### src/rtl/core/u8tc_pkg.sv
// ----------------------------------------------------------------------------
// u8tc_pkg
// Shared types, constants and encode helpers of the UTF-8 validating transcoder.
// ----------------------------------------------------------------------------
package u8tc_pkg;

  localparam logic [20:0] REPL_CP  = 21'h00FFFD;
  localparam logic [20:0] MAX_CP   = 21'h10FFFF;
  localparam logic [20:0] SURR_LO  = 21'h00D800;
  localparam logic [20:0] SURR_HI  = 21'h00DFFF;
  localparam logic [20:0] SUPP_MIN = 21'h010000;

  localparam int unsigned QUEUE_DEPTH = 4;

  // configuration register indexes
  localparam logic CFG_OUT_FORMAT = 1'b0;
  localparam logic CFG_CASE_MODE  = 1'b1;

  typedef enum logic [1:0] {
    FMT_UTF8  = 2'd0,
    FMT_UTF16 = 2'd1,
    FMT_UTF32 = 2'd2
  } fmt_e;

  typedef enum logic [1:0] {
    CASE_NONE  = 2'd0,
    CASE_UPPER = 2'd1,
    CASE_LOWER = 2'd2
  } case_e;

  // one decoded byte: rep_cnt replacement chars, then an optional code point
  typedef struct packed {
    logic [2:0]  rep_cnt;
    logic        has_cp;
    logic [20:0] cp;
  } cmd_t;

  function automatic logic [20:0] case_map(input logic [20:0] cp, input logic [1:0] mode);
    logic [20:0] res;
    res = cp;
    if (mode == CASE_UPPER) begin
      if ((cp >= 21'h61 && cp <= 21'h7A) || (cp >= 21'hE0 && cp <= 21'hF6) ||
          (cp >= 21'hF8 && cp <= 21'hFE)) begin
        res = cp - 21'h20;
      end
    end else if (mode == CASE_LOWER) begin
      if ((cp >= 21'h41 && cp <= 21'h5A) || (cp >= 21'hC0 && cp <= 21'hD6) ||
          (cp >= 21'hD8 && cp <= 21'hDE)) begin
        res = cp + 21'h20;
      end
    end
    return res;
  endfunction

  // index of the last unit that encodes cp
  function automatic logic [1:0] enc_last(input logic [20:0] cp, input logic [1:0] fmt);
    logic [1:0] res;
    res = 2'd0;
    if (fmt == FMT_UTF8) begin
      if (cp <= 21'h7F) begin
        res = 2'd0;
      end else if (cp <= 21'h7FF) begin
        res = 2'd1;
      end else if (cp <= 21'hFFFF) begin
        res = 2'd2;
      end else begin
        res = 2'd3;
      end
    end else if (fmt == FMT_UTF16) begin
      res = (cp <= 21'hFFFF) ? 2'd0 : 2'd1;
    end
    return res;
  endfunction

  function automatic logic [20:0] enc_unit(input logic [20:0] cp, input logic [1:0] fmt,
                                           input logic [1:0] idx);
    logic [20:0] res;
    logic [20:0] v;
    logic [1:0]  last;
    v    = cp - SUPP_MIN;
    last = enc_last(cp, fmt);
    res  = cp;
    if (fmt == FMT_UTF8) begin
      if (idx == last) begin
        res = (last == 2'd0) ? cp : {13'd0, 2'b10, cp[5:0]};
      end else if (idx == last - 2'd1) begin
        res = (last == 2'd1) ? {13'd0, 3'b110, cp[10:6]} : {13'd0, 2'b10, cp[11:6]};
      end else if (idx == last - 2'd2) begin
        res = (last == 2'd2) ? {13'd0, 4'b1110, cp[15:12]} : {13'd0, 2'b10, cp[17:12]};
      end else begin
        res = {13'd0, 5'b11110, cp[20:18]};
      end
    end else if (fmt == FMT_UTF16) begin
      if (last == 2'd0) begin
        res = cp;
      end else if (idx == 2'd0) begin
        res = 21'hD800 + {11'd0, v[19:10]};
      end else begin
        res = 21'hDC00 + {11'd0, v[9:0]};
      end
    end
    return res;
  endfunction

endpackage

### src/rtl/core/utf8_validating_transcoder_top.sv
// ----------------------------------------------------------------------------
// utf8_validating_transcoder_top
// UTF-8 validating decoder with Latin-1 case map and UTF-8/16/32 re-encoding.
// ----------------------------------------------------------------------------
// The input side takes one byte per cycle while the command queue has room.
// Each accepted byte yields at most one command of up to four code points,
// and the serializer sends one output unit per cycle while out_stall_i is
// low, so one byte can yield up to twelve units (a burst of replacement
// chars in UTF-8 output). The QUEUE_DEPTH entry queue absorbs such bursts;
// sustained throughput is one unit per cycle without output stalls, set by
// the single serializer output port.
module utf8_validating_transcoder_top
  import u8tc_pkg::*;
#(
  parameter int unsigned QUEUE_DEPTH_P = QUEUE_DEPTH
) (
  input  logic        clk_i,
  input  logic        rst_ni,
  input  logic        cfg_we_i,
  input  logic        cfg_idx_i,
  input  logic [1:0]  cfg_wdata_i,
  input  logic        in_valid_i,
  output logic        in_stall_o,
  input  logic [7:0]  in_byte_i,
  input  logic        end_of_text_i,
  output logic        out_valid_o,
  input  logic        out_stall_i,
  output logic [20:0] unit_o,
  output logic        run_last_o
);

  logic [1:0] out_format_q;
  logic [1:0] case_mode_q;

  logic push;
  cmd_t push_cmd;
  cmd_t head_cmd;
  logic pop;
  logic q_empty;
  logic q_full;
  logic front_pending;

  always_ff @(posedge clk_i or negedge rst_ni) begin
    if (!rst_ni) begin
      out_format_q <= FMT_UTF8;
      case_mode_q  <= CASE_NONE;
    end else if (cfg_we_i) begin
      unique case (cfg_idx_i)
        CFG_OUT_FORMAT: out_format_q <= cfg_wdata_i;
        CFG_CASE_MODE:  case_mode_q  <= cfg_wdata_i;
        default:        out_format_q <= out_format_q;
      endcase
    end
  end

  u8tc_front u_front (
    .clk_i     (clk_i),
    .rst_ni    (rst_ni),
    .valid_i   (in_valid_i),
    .byte_i    (in_byte_i),
    .eot_i     (end_of_text_i),
    .full_i    (q_full),
    .push_o    (push),
    .cmd_o     (push_cmd),
    .pending_o (front_pending)
  );

  u8tc_fifo #(
    .DEPTH (QUEUE_DEPTH_P)
  ) u_fifo (
    .clk_i   (clk_i),
    .rst_ni  (rst_ni),
    .push_i  (push),
    .wdata_i (push_cmd),
    .pop_i   (pop),
    .rdata_o (head_cmd),
    .empty_o (q_empty),
    .full_o  (q_full)
  );

  u8tc_back u_back (
    .clk_i       (clk_i),
    .rst_ni      (rst_ni),
    .fmt_i       (out_format_q),
    .case_i      (case_mode_q),
    .cmd_i       (head_cmd),
    .empty_i     (q_empty),
    .pop_o       (pop),
    .out_valid_o (out_valid_o),
    .out_stall_i (out_stall_i),
    .unit_o      (unit_o),
    .run_last_o  (run_last_o)
  );

  assign in_stall_o = q_full;

  // a unit is never beyond the code space, whatever the format
  a_unit_range: assert property (@(posedge clk_i) disable iff (!rst_ni)
    out_valid_o |-> unit_o <= MAX_CP)
    else $error("output unit beyond code space");

  // end of text leaves no sequence pending
  a_eot_flush: assert property (@(posedge clk_i) disable iff (!rst_ni)
    in_valid_i && !in_stall_o && end_of_text_i |=> !front_pending)
    else $error("pending bytes survived end of text");

  // an accepted ascii byte with nothing pending always yields a command
  a_ascii_push: assert property (@(posedge clk_i) disable iff (!rst_ni)
    in_valid_i && !in_stall_o && !in_byte_i[7] && !front_pending |-> push)
    else $error("ascii byte dropped");

endmodule

### src/rtl/core/u8tc_front.sv
// ----------------------------------------------------------------------------
// u8tc_front
// Byte decoder: tracks the pending sequence and turns bytes into commands.
// ----------------------------------------------------------------------------
module u8tc_front
  import u8tc_pkg::*;
(
  input  logic       clk_i,
  input  logic       rst_ni,
  input  logic       valid_i,
  input  logic [7:0] byte_i,
  input  logic       eot_i,
  input  logic       full_i,
  output logic       push_o,
  output cmd_t       cmd_o,
  output logic       pending_o
);

  logic [2:0]  seq_width_q, seq_width_d;
  logic [1:0]  held_q, held_d;
  logic [20:0] acc_q, acc_d;

  logic        accept;
  logic        is_cont;
  logic [2:0]  held_inc;
  logic [20:0] acc_sh;
  logic [20:0] min_cp;
  cmd_t        cmd;

  assign accept   = valid_i && !full_i;
  assign is_cont  = (byte_i[7:6] == 2'b10);
  assign held_inc = {1'b0, held_q} + 3'd1;
  assign acc_sh   = {acc_q[14:0], byte_i[5:0]};

  always_comb begin
    priority case (seq_width_q)
      3'd2:    min_cp = 21'h80;
      3'd3:    min_cp = 21'h800;
      default: min_cp = SUPP_MIN;
    endcase
  end

  always_comb begin
    cmd         = '0;
    seq_width_d = seq_width_q;
    held_d      = held_q;
    acc_d       = acc_q;
    if (seq_width_q != 3'd0 && is_cont) begin
      if (held_inc >= seq_width_q) begin
        seq_width_d = 3'd0;
        held_d      = 2'd0;
        acc_d       = '0;
        if (acc_sh < min_cp || acc_sh > MAX_CP || (acc_sh >= SURR_LO && acc_sh <= SURR_HI)) begin
          cmd.rep_cnt = held_inc;
        end else begin
          cmd.has_cp = 1'b1;
          cmd.cp     = acc_sh;
        end
      end else begin
        held_d = held_inc[1:0];
        acc_d  = acc_sh;
      end
    end else begin
      // broken sequence flushes, then the byte retries as a lead
      cmd.rep_cnt = (seq_width_q != 3'd0) ? {1'b0, held_q} : 3'd0;
      seq_width_d = 3'd0;
      held_d      = 2'd0;
      acc_d       = '0;
      if (!byte_i[7]) begin
        cmd.has_cp = 1'b1;
        cmd.cp     = {13'd0, byte_i};
      end else if (byte_i >= 8'hC2 && byte_i <= 8'hDF) begin
        seq_width_d = 3'd2;
        held_d      = 2'd1;
        acc_d       = {16'd0, byte_i[4:0]};
      end else if (byte_i >= 8'hE0 && byte_i <= 8'hEF) begin
        seq_width_d = 3'd3;
        held_d      = 2'd1;
        acc_d       = {17'd0, byte_i[3:0]};
      end else if (byte_i >= 8'hF0 && byte_i <= 8'hF4) begin
        seq_width_d = 3'd4;
        held_d      = 2'd1;
        acc_d       = {18'd0, byte_i[2:0]};
      end else begin
        cmd.has_cp = 1'b1;
        cmd.cp     = REPL_CP;
      end
    end
    if (eot_i && seq_width_d != 3'd0) begin
      cmd.rep_cnt = cmd.rep_cnt + {1'b0, held_d};
      seq_width_d = 3'd0;
      held_d      = 2'd0;
      acc_d       = '0;
    end
  end

  always_ff @(posedge clk_i or negedge rst_ni) begin
    if (!rst_ni) begin
      seq_width_q <= 3'd0;
      held_q      <= 2'd0;
      acc_q       <= '0;
    end else if (accept) begin
      seq_width_q <= seq_width_d;
      held_q      <= held_d;
      acc_q       <= acc_d;
    end
  end

  assign push_o    = accept && (cmd.rep_cnt != 3'd0 || cmd.has_cp);
  assign cmd_o     = cmd;
  assign pending_o = (seq_width_q != 3'd0);

endmodule

### src/rtl/core/u8tc_fifo.sv
// ----------------------------------------------------------------------------
// u8tc_fifo
// Small command queue between the decoder and the unit serializer.
// ----------------------------------------------------------------------------
module u8tc_fifo
  import u8tc_pkg::*;
#(
  parameter int unsigned DEPTH = QUEUE_DEPTH
) (
  input  logic clk_i,
  input  logic rst_ni,
  input  logic push_i,
  input  cmd_t wdata_i,
  input  logic pop_i,
  output cmd_t rdata_o,
  output logic empty_o,
  output logic full_o
);

  localparam int unsigned PW = (DEPTH > 1) ? $clog2(DEPTH) : 1;
  localparam int unsigned CW = $clog2(DEPTH + 1);
  localparam logic [PW-1:0] LAST_PTR = PW'(DEPTH - 1);
  localparam logic [CW-1:0] FULL_CNT = CW'(DEPTH);

  cmd_t          mem_q [DEPTH];
  logic [PW-1:0] wr_ptr_q, rd_ptr_q;
  logic [CW-1:0] cnt_q;
  logic          do_push, do_pop;

  assign do_push = push_i && !full_o;
  assign do_pop  = pop_i && !empty_o;

  always_ff @(posedge clk_i) begin
    if (do_push) begin
      mem_q[wr_ptr_q] <= wdata_i;
    end
  end

  always_ff @(posedge clk_i or negedge rst_ni) begin
    if (!rst_ni) begin
      wr_ptr_q <= '0;
      rd_ptr_q <= '0;
      cnt_q    <= '0;
    end else begin
      if (do_push) begin
        wr_ptr_q <= (wr_ptr_q == LAST_PTR) ? '0 : wr_ptr_q + PW'(1);
      end
      if (do_pop) begin
        rd_ptr_q <= (rd_ptr_q == LAST_PTR) ? '0 : rd_ptr_q + PW'(1);
      end
      if (do_push && !do_pop) begin
        cnt_q <= cnt_q + CW'(1);
      end else if (do_pop && !do_push) begin
        cnt_q <= cnt_q - CW'(1);
      end
    end
  end

  assign rdata_o = mem_q[rd_ptr_q];
  assign empty_o = (cnt_q == '0);
  assign full_o  = (cnt_q == FULL_CNT);

endmodule

### src/rtl/core/u8tc_back.sv
// ----------------------------------------------------------------------------
// u8tc_back
// Unit serializer: case maps and encodes one output unit per cycle while not stalled.
// ----------------------------------------------------------------------------
module u8tc_back
  import u8tc_pkg::*;
(
  input  logic        clk_i,
  input  logic        rst_ni,
  input  logic [1:0]  fmt_i,
  input  logic [1:0]  case_i,
  input  cmd_t        cmd_i,
  input  logic        empty_i,
  output logic        pop_o,
  output logic        out_valid_o,
  input  logic        out_stall_i,
  output logic [20:0] unit_o,
  output logic        run_last_o
);

  logic        busy_q, busy_d;
  logic [2:0]  rep_q, rep_d;
  logic        has_cp_q, has_cp_d;
  logic [20:0] cp_q, cp_d;
  logic [1:0]  idx_q, idx_d;
  logic        out_valid_q;
  logic [20:0] unit_q;
  logic        run_last_q;

  logic        advance;
  logic [20:0] cur_cp;
  logic [20:0] mapped;
  logic        last_of_cp;
  logic        last_of_item;
  logic        load;

  assign advance      = busy_q && (!out_valid_q || !out_stall_i);
  assign cur_cp       = (rep_q != 3'd0) ? REPL_CP : cp_q;
  assign mapped       = case_map(cur_cp, case_i);
  assign last_of_cp   = (idx_q == enc_last(mapped, fmt_i));
  assign last_of_item = last_of_cp &&
                        ((rep_q == 3'd0) || (rep_q == 3'd1 && !has_cp_q));
  assign load         = !empty_i && (!busy_q || (advance && last_of_item));
  assign pop_o        = load;

  always_comb begin
    busy_d   = busy_q;
    rep_d    = rep_q;
    has_cp_d = has_cp_q;
    cp_d     = cp_q;
    idx_d    = idx_q;
    if (advance) begin
      if (!last_of_cp) begin
        idx_d = idx_q + 2'd1;
      end else begin
        idx_d = 2'd0;
        if (rep_q != 3'd0) begin
          rep_d = rep_q - 3'd1;
        end else begin
          has_cp_d = 1'b0;
        end
        if (last_of_item) begin
          busy_d = 1'b0;
        end
      end
    end
    if (load) begin
      busy_d   = 1'b1;
      rep_d    = cmd_i.rep_cnt;
      has_cp_d = cmd_i.has_cp;
      cp_d     = cmd_i.cp;
      idx_d    = 2'd0;
    end
  end

  always_ff @(posedge clk_i or negedge rst_ni) begin
    if (!rst_ni) begin
      busy_q      <= 1'b0;
      rep_q       <= 3'd0;
      has_cp_q    <= 1'b0;
      idx_q       <= 2'd0;
      out_valid_q <= 1'b0;
    end else begin
      busy_q   <= busy_d;
      rep_q    <= rep_d;
      has_cp_q <= has_cp_d;
      idx_q    <= idx_d;
      if (!out_valid_q || !out_stall_i) begin
        out_valid_q <= busy_q;
      end
    end
  end

  always_ff @(posedge clk_i) begin
    cp_q <= cp_d;
    if (advance) begin
      unit_q     <= enc_unit(mapped, fmt_i, idx_q);
      run_last_q <= last_of_item;
    end
  end

  assign out_valid_o = out_valid_q;
  assign unit_o      = unit_q;
  assign run_last_o  = run_last_q;

endmodule
### config.mk
export PLATFORM = sky130hd
export DESIGN_NAME = utf8_validating_transcoder_top
export DESIGN_NICKNAME = d
export VERILOG_FILES = /design/src/rtl/core/u8tc_pkg.sv /design/src/rtl/core/utf8_validating_transcoder_top.sv /design/src/rtl/core/u8tc_front.sv /design/src/rtl/core/u8tc_fifo.sv /design/src/rtl/core/u8tc_back.sv
export SDC_FILE = /design/constraint.sdc
export NUM_CORES = 1
export LEC_CHECK = 0
export ABC_AREA = 1
export BUFFER_PORTS_ARGS = -buffer_cell sky130_fd_sc_hd__buf_2
export CAP_MARGIN = 20
export CORE_UTILIZATION = 62
export DETAILED_ROUTE_END_ITERATION = 12
export GPL_ROUTABILITY_DRIVEN = 0
export GPL_TIMING_DRIVEN = 0
export PLACE_DENSITY_LB_ADDON = 0.05
export SYNTH_ARGS = -nofsm -noshare
export SYNTH_HDL_FRONTEND = slang
export SYNTH_SLANG_ARGS = --single-unit
### constraint.sdc
create_clock -name clk_i -period 5.9 [get_ports clk_i]
set_clock_uncertainty 0.05 [all_clocks]
set_input_delay 0.885 -clock clk_i [delete_from_list [all_inputs] [get_ports clk_i]]
set_output_delay 0.885 -clock clk_i [all_outputs]
set_load 0.02 [all_outputs]
==> metrics.txt <==
number of global-route vias before repair 6,891; sequential area share after synthesis 56.9%; synth top area cells edfxtp_1 46%, dfrtp_1 11%, nand2_1 6.7%; core box area 0.0145 mm²; R2R Setup Slk 0.45 ns; Setup Buffers After CTS 0; switching power 0.00205 W; Most Crowded Layer GR met2; first-pass GRT wire length 34,300 µm; DRT Pass-1 Iters 5; antenna diode count 0; TritonCTS clock tree done; Least-Margin Pin Slew 0.958 ns; longest individual stage delay on the worst path 0.41 ns; Unique masters post-synth 44; crit end category flip-flop; Clk pwr share 23.5%; critical path class flip-flop to flip-flop; Worst VDD drop 250 µV; Reg-to-Reg Start u_back.rep_q[0]; Post-DP Area 0.00977 mm²; DRT iter0 DRCs 661; CTS sink count 182; nets 1,094; total track usage 28.5%; GR Layer Usage met2 49.4%; met1 usage 35.0%; fmax 184 MHz; finished layout cell area 0.0104 mm²; # resized after CTS 0; pin count of the biggest net entering global routing 40; via count 7,299; Final Power 0.00513 W; Reg clk slew, reported paths 0.07 ns; top cell type's share of synthesized area 46.3%; ANT nets after route 0; Slew Limit Fails 0; Yosys warning total 0; #FFs+latches synth 182; Die W 124 µm; Post-synth ARST share 21.4%; register share of total power 37.0%; CTS H-tree depth 4; hold depth 2; worst endpoint data arrival time 5.56 ns; GRT overflow 0; worst skew pair latency 0.43 ns; Static Leak 4.34 nW; Setup TNS 0 ns; switch share 40.0%; Fin. Hold Viols 0; Via-to-Cell Ratio 5.85; routed wire length 21,500 µm; crit path time final 5.45 ns; Crit path top cell by count nor2_1; worst hold path type flip-flop to flip-flop; Routed WL per cell 17.2 µm; Max Buffers Root-to-Sink 2; Layout area overhead 12.2%; total clock buffers created by CTS 17; Detailed Place HPWL 15,300 µm; row count 44; global-route met3 utilization 4.98%; hold-fix buffers at CTS 0; I/O pins 41; die height 124 µm; Setup crit start kind flip-flop; Synth Area per Inst 9.37 µm²; Starting Density 63.8%; layout cell share with drive strength beyond 1 11.1%; P_int 0.00308 W; CP max stage cell nor2_1; Syn Nets 1,032; cell depth of the worst flop-to-flop path 28; initial antenna violation count 0; Slew headroom 36.1%; RSZ-0062 raised after global routing false; Worst R2R End u_back.unit_o[8]; die area 0.0154 mm²; MaxCap Viol Count 0; number of synthesized flops with an enable pin 143; IO Port Bufs 40; Tcrit/Tclk final 92.3%; Worst Path Max Fanout 10; setup violators final 0; synthesized cell area 0.00927 mm²; outcome finished, final reports clean; # DRC 0; Syn Inst Count 989; worst hold start u_back.rep_q[1]; required time of the critical path 6.01 ns; power per cell area 493 mW/mm²; root buf cell clkbuf_16; top_reg_cell synth edfxtp_1; leading area contributor after synthesis edfxtp_1; destination of the worst hold path u_back.rep_q[1]; Comb pwr share 39.5%
-- sequential cells by signal (all words and copies together), names as in the netlist, 2 cells and up --
signal / flops
out_format_q: 2
u_fifo.rd_ptr_q: 2
u_fifo.mem_q: 100
u_back.rep_q: 3
u_back.cp_q: 21
u_back.unit_o: 21
u_front.held_q: 2
u_back.idx_q: 2
u_front.seq_width_q: 3
case_mode_q: 2
u_fifo.cnt_q: 3
u_fifo.wr_ptr_q: 2
u_front.acc_q: 15
-- critical path: cells and delay by family (launching register included) --
family	cells	cell delay (ns)
simple gates	18	2.65
fa+ha+maj	3	0.94
buf+inv	5	0.77
flops	1	0.40
compound gates	2	0.33
-- routing by layer --
metal / share of wire (%) / wire length [µm]
met1: 41 / 8700
met2: 50 / 10800
met3: 5.9 / 1270
met4: 3.2 / 683
met5: 0 / 0
-- per-stage QoR --
| stage | std cells | setup WS, ns | util (%) | hold slack, ns |
|---|---|---|---|---|
| 2_1_floorplan | 989 | 1.57 | - | 0.391 |
| 3_3_place_gp | 1213 | 0.153 | 66.7 | 0.416 |
| 3_5_place_dp | 1216 | 0.661 | 67.2 | 0.417 |
| 4_1_cts | 1248 | 0.597 | 71.5 | 0.434 |
| 5_1_grt | 1248 | 0.110 | 71.5 | 0.472 |
| 6_report | 1248 | 0.454 | 71.5 | 0.433 |
-- cell families (layout without fill, tap and decap cells) --
family,Yosys count,after routing,share of synthesized area [%]
muxes,1,1,0.121
and+or+nand+nor,402,402,19.3
adders and majority gates,26,26,3.67
xor gates and xnor gates,7,7,0.742
DFF,182,182,56.9
buffers and inverters,165,240,6.87
AOI/OAI and AO/OA,206,206,12.4
-- worst max-delay path by stage --
stage,start,end,slack (ns),cells past startpoint
after floorplan,in_byte_i[7],u_fifo.mem_q[0][0],1.57,11
after global placement,in_byte_i[7],u_fifo.mem_q[3][7],0.15,12
after detailed placement,u_back.rep_q[0],u_back.unit_o[8],0.66,28
after CTS,u_back.rep_q[0],u_back.unit_o[8],0.60,28
after global routing,u_back.rep_q[0],u_back.unit_o[8],0.11,29
final,u_back.rep_q[0],u_back.unit_o[8],0.45,28
-- cells in the final DEF (no fill, tap or decap), types with 9 or more instances in the layout --
master / Yosys / routed
ha_1: 24 / 24
o21ai_1: 13 / 13
nand2_2: 9 / 9
nand3_1: 56 / 56
clkbuf_16: 0 / 17
a21oi_1: 21 / 21
edfxtp_1: 143 / 143
nand2_1: 165 / 165
nor3_1: 13 / 13
buf_2: 2 / 42
inv_1: 132 / 132
nor2_1: 126 / 122
dfrtp_1: 39 / 39
o22ai_1: 46 / 46
o21ai_0: 103 / 103
clkbuf_1: 17 / 19
-- cell type report --
| cell class | count | area, µm² |
|---|---|---|
| timing repair buffer | 43 | 258 |
| buffer | 24 | 108 |
| multi-input combinational | 642 | 3380 |
| sequential | 182 | 5270 |
| fill | 1091 | 4140 |
| clock inverter | 13 | 193 |
| clock buffer | 19 | 433 |
| inverter | 141 | 529 |
| tap | 184 | 230 |
-- power by group through the flow --
| stage | sequential (W) | clock [W] | combinational [W] |
|---|---|---|---|
| 3_5_place_dp | 0.00192 | 0 | 0.00199 |
| 2_1_floorplan | 0.00197 | 0 | 0.00131 |
| 6_report | 0.00190 | 0.00120 | 0.00203 |
| 5_1_grt | 0.00192 | 0.00127 | 0.00224 |
| 3_3_place_gp | 0.00192 | 0 | 0.00192 |
| 4_1_cts | 0.00190 | 0.00121 | 0.00200 |
-- Yosys cell counts (all sizes together), types with 3 or more instances --
cell type,count
a21oi,22
a22oi,3
a31oi,5
buf,7
clkbuf,17
dfrtp,39
edfxtp,143
ha,24
inv,140
nand2,176
nand3,59
nand3b,4
nand4,8
nor2,136
nor3,13
nor4,5
o211ai,4
o21ai,117
o22ai,46
o32ai,4
xor2,5
Note: power is estimated with default switching activity, not from simulation.
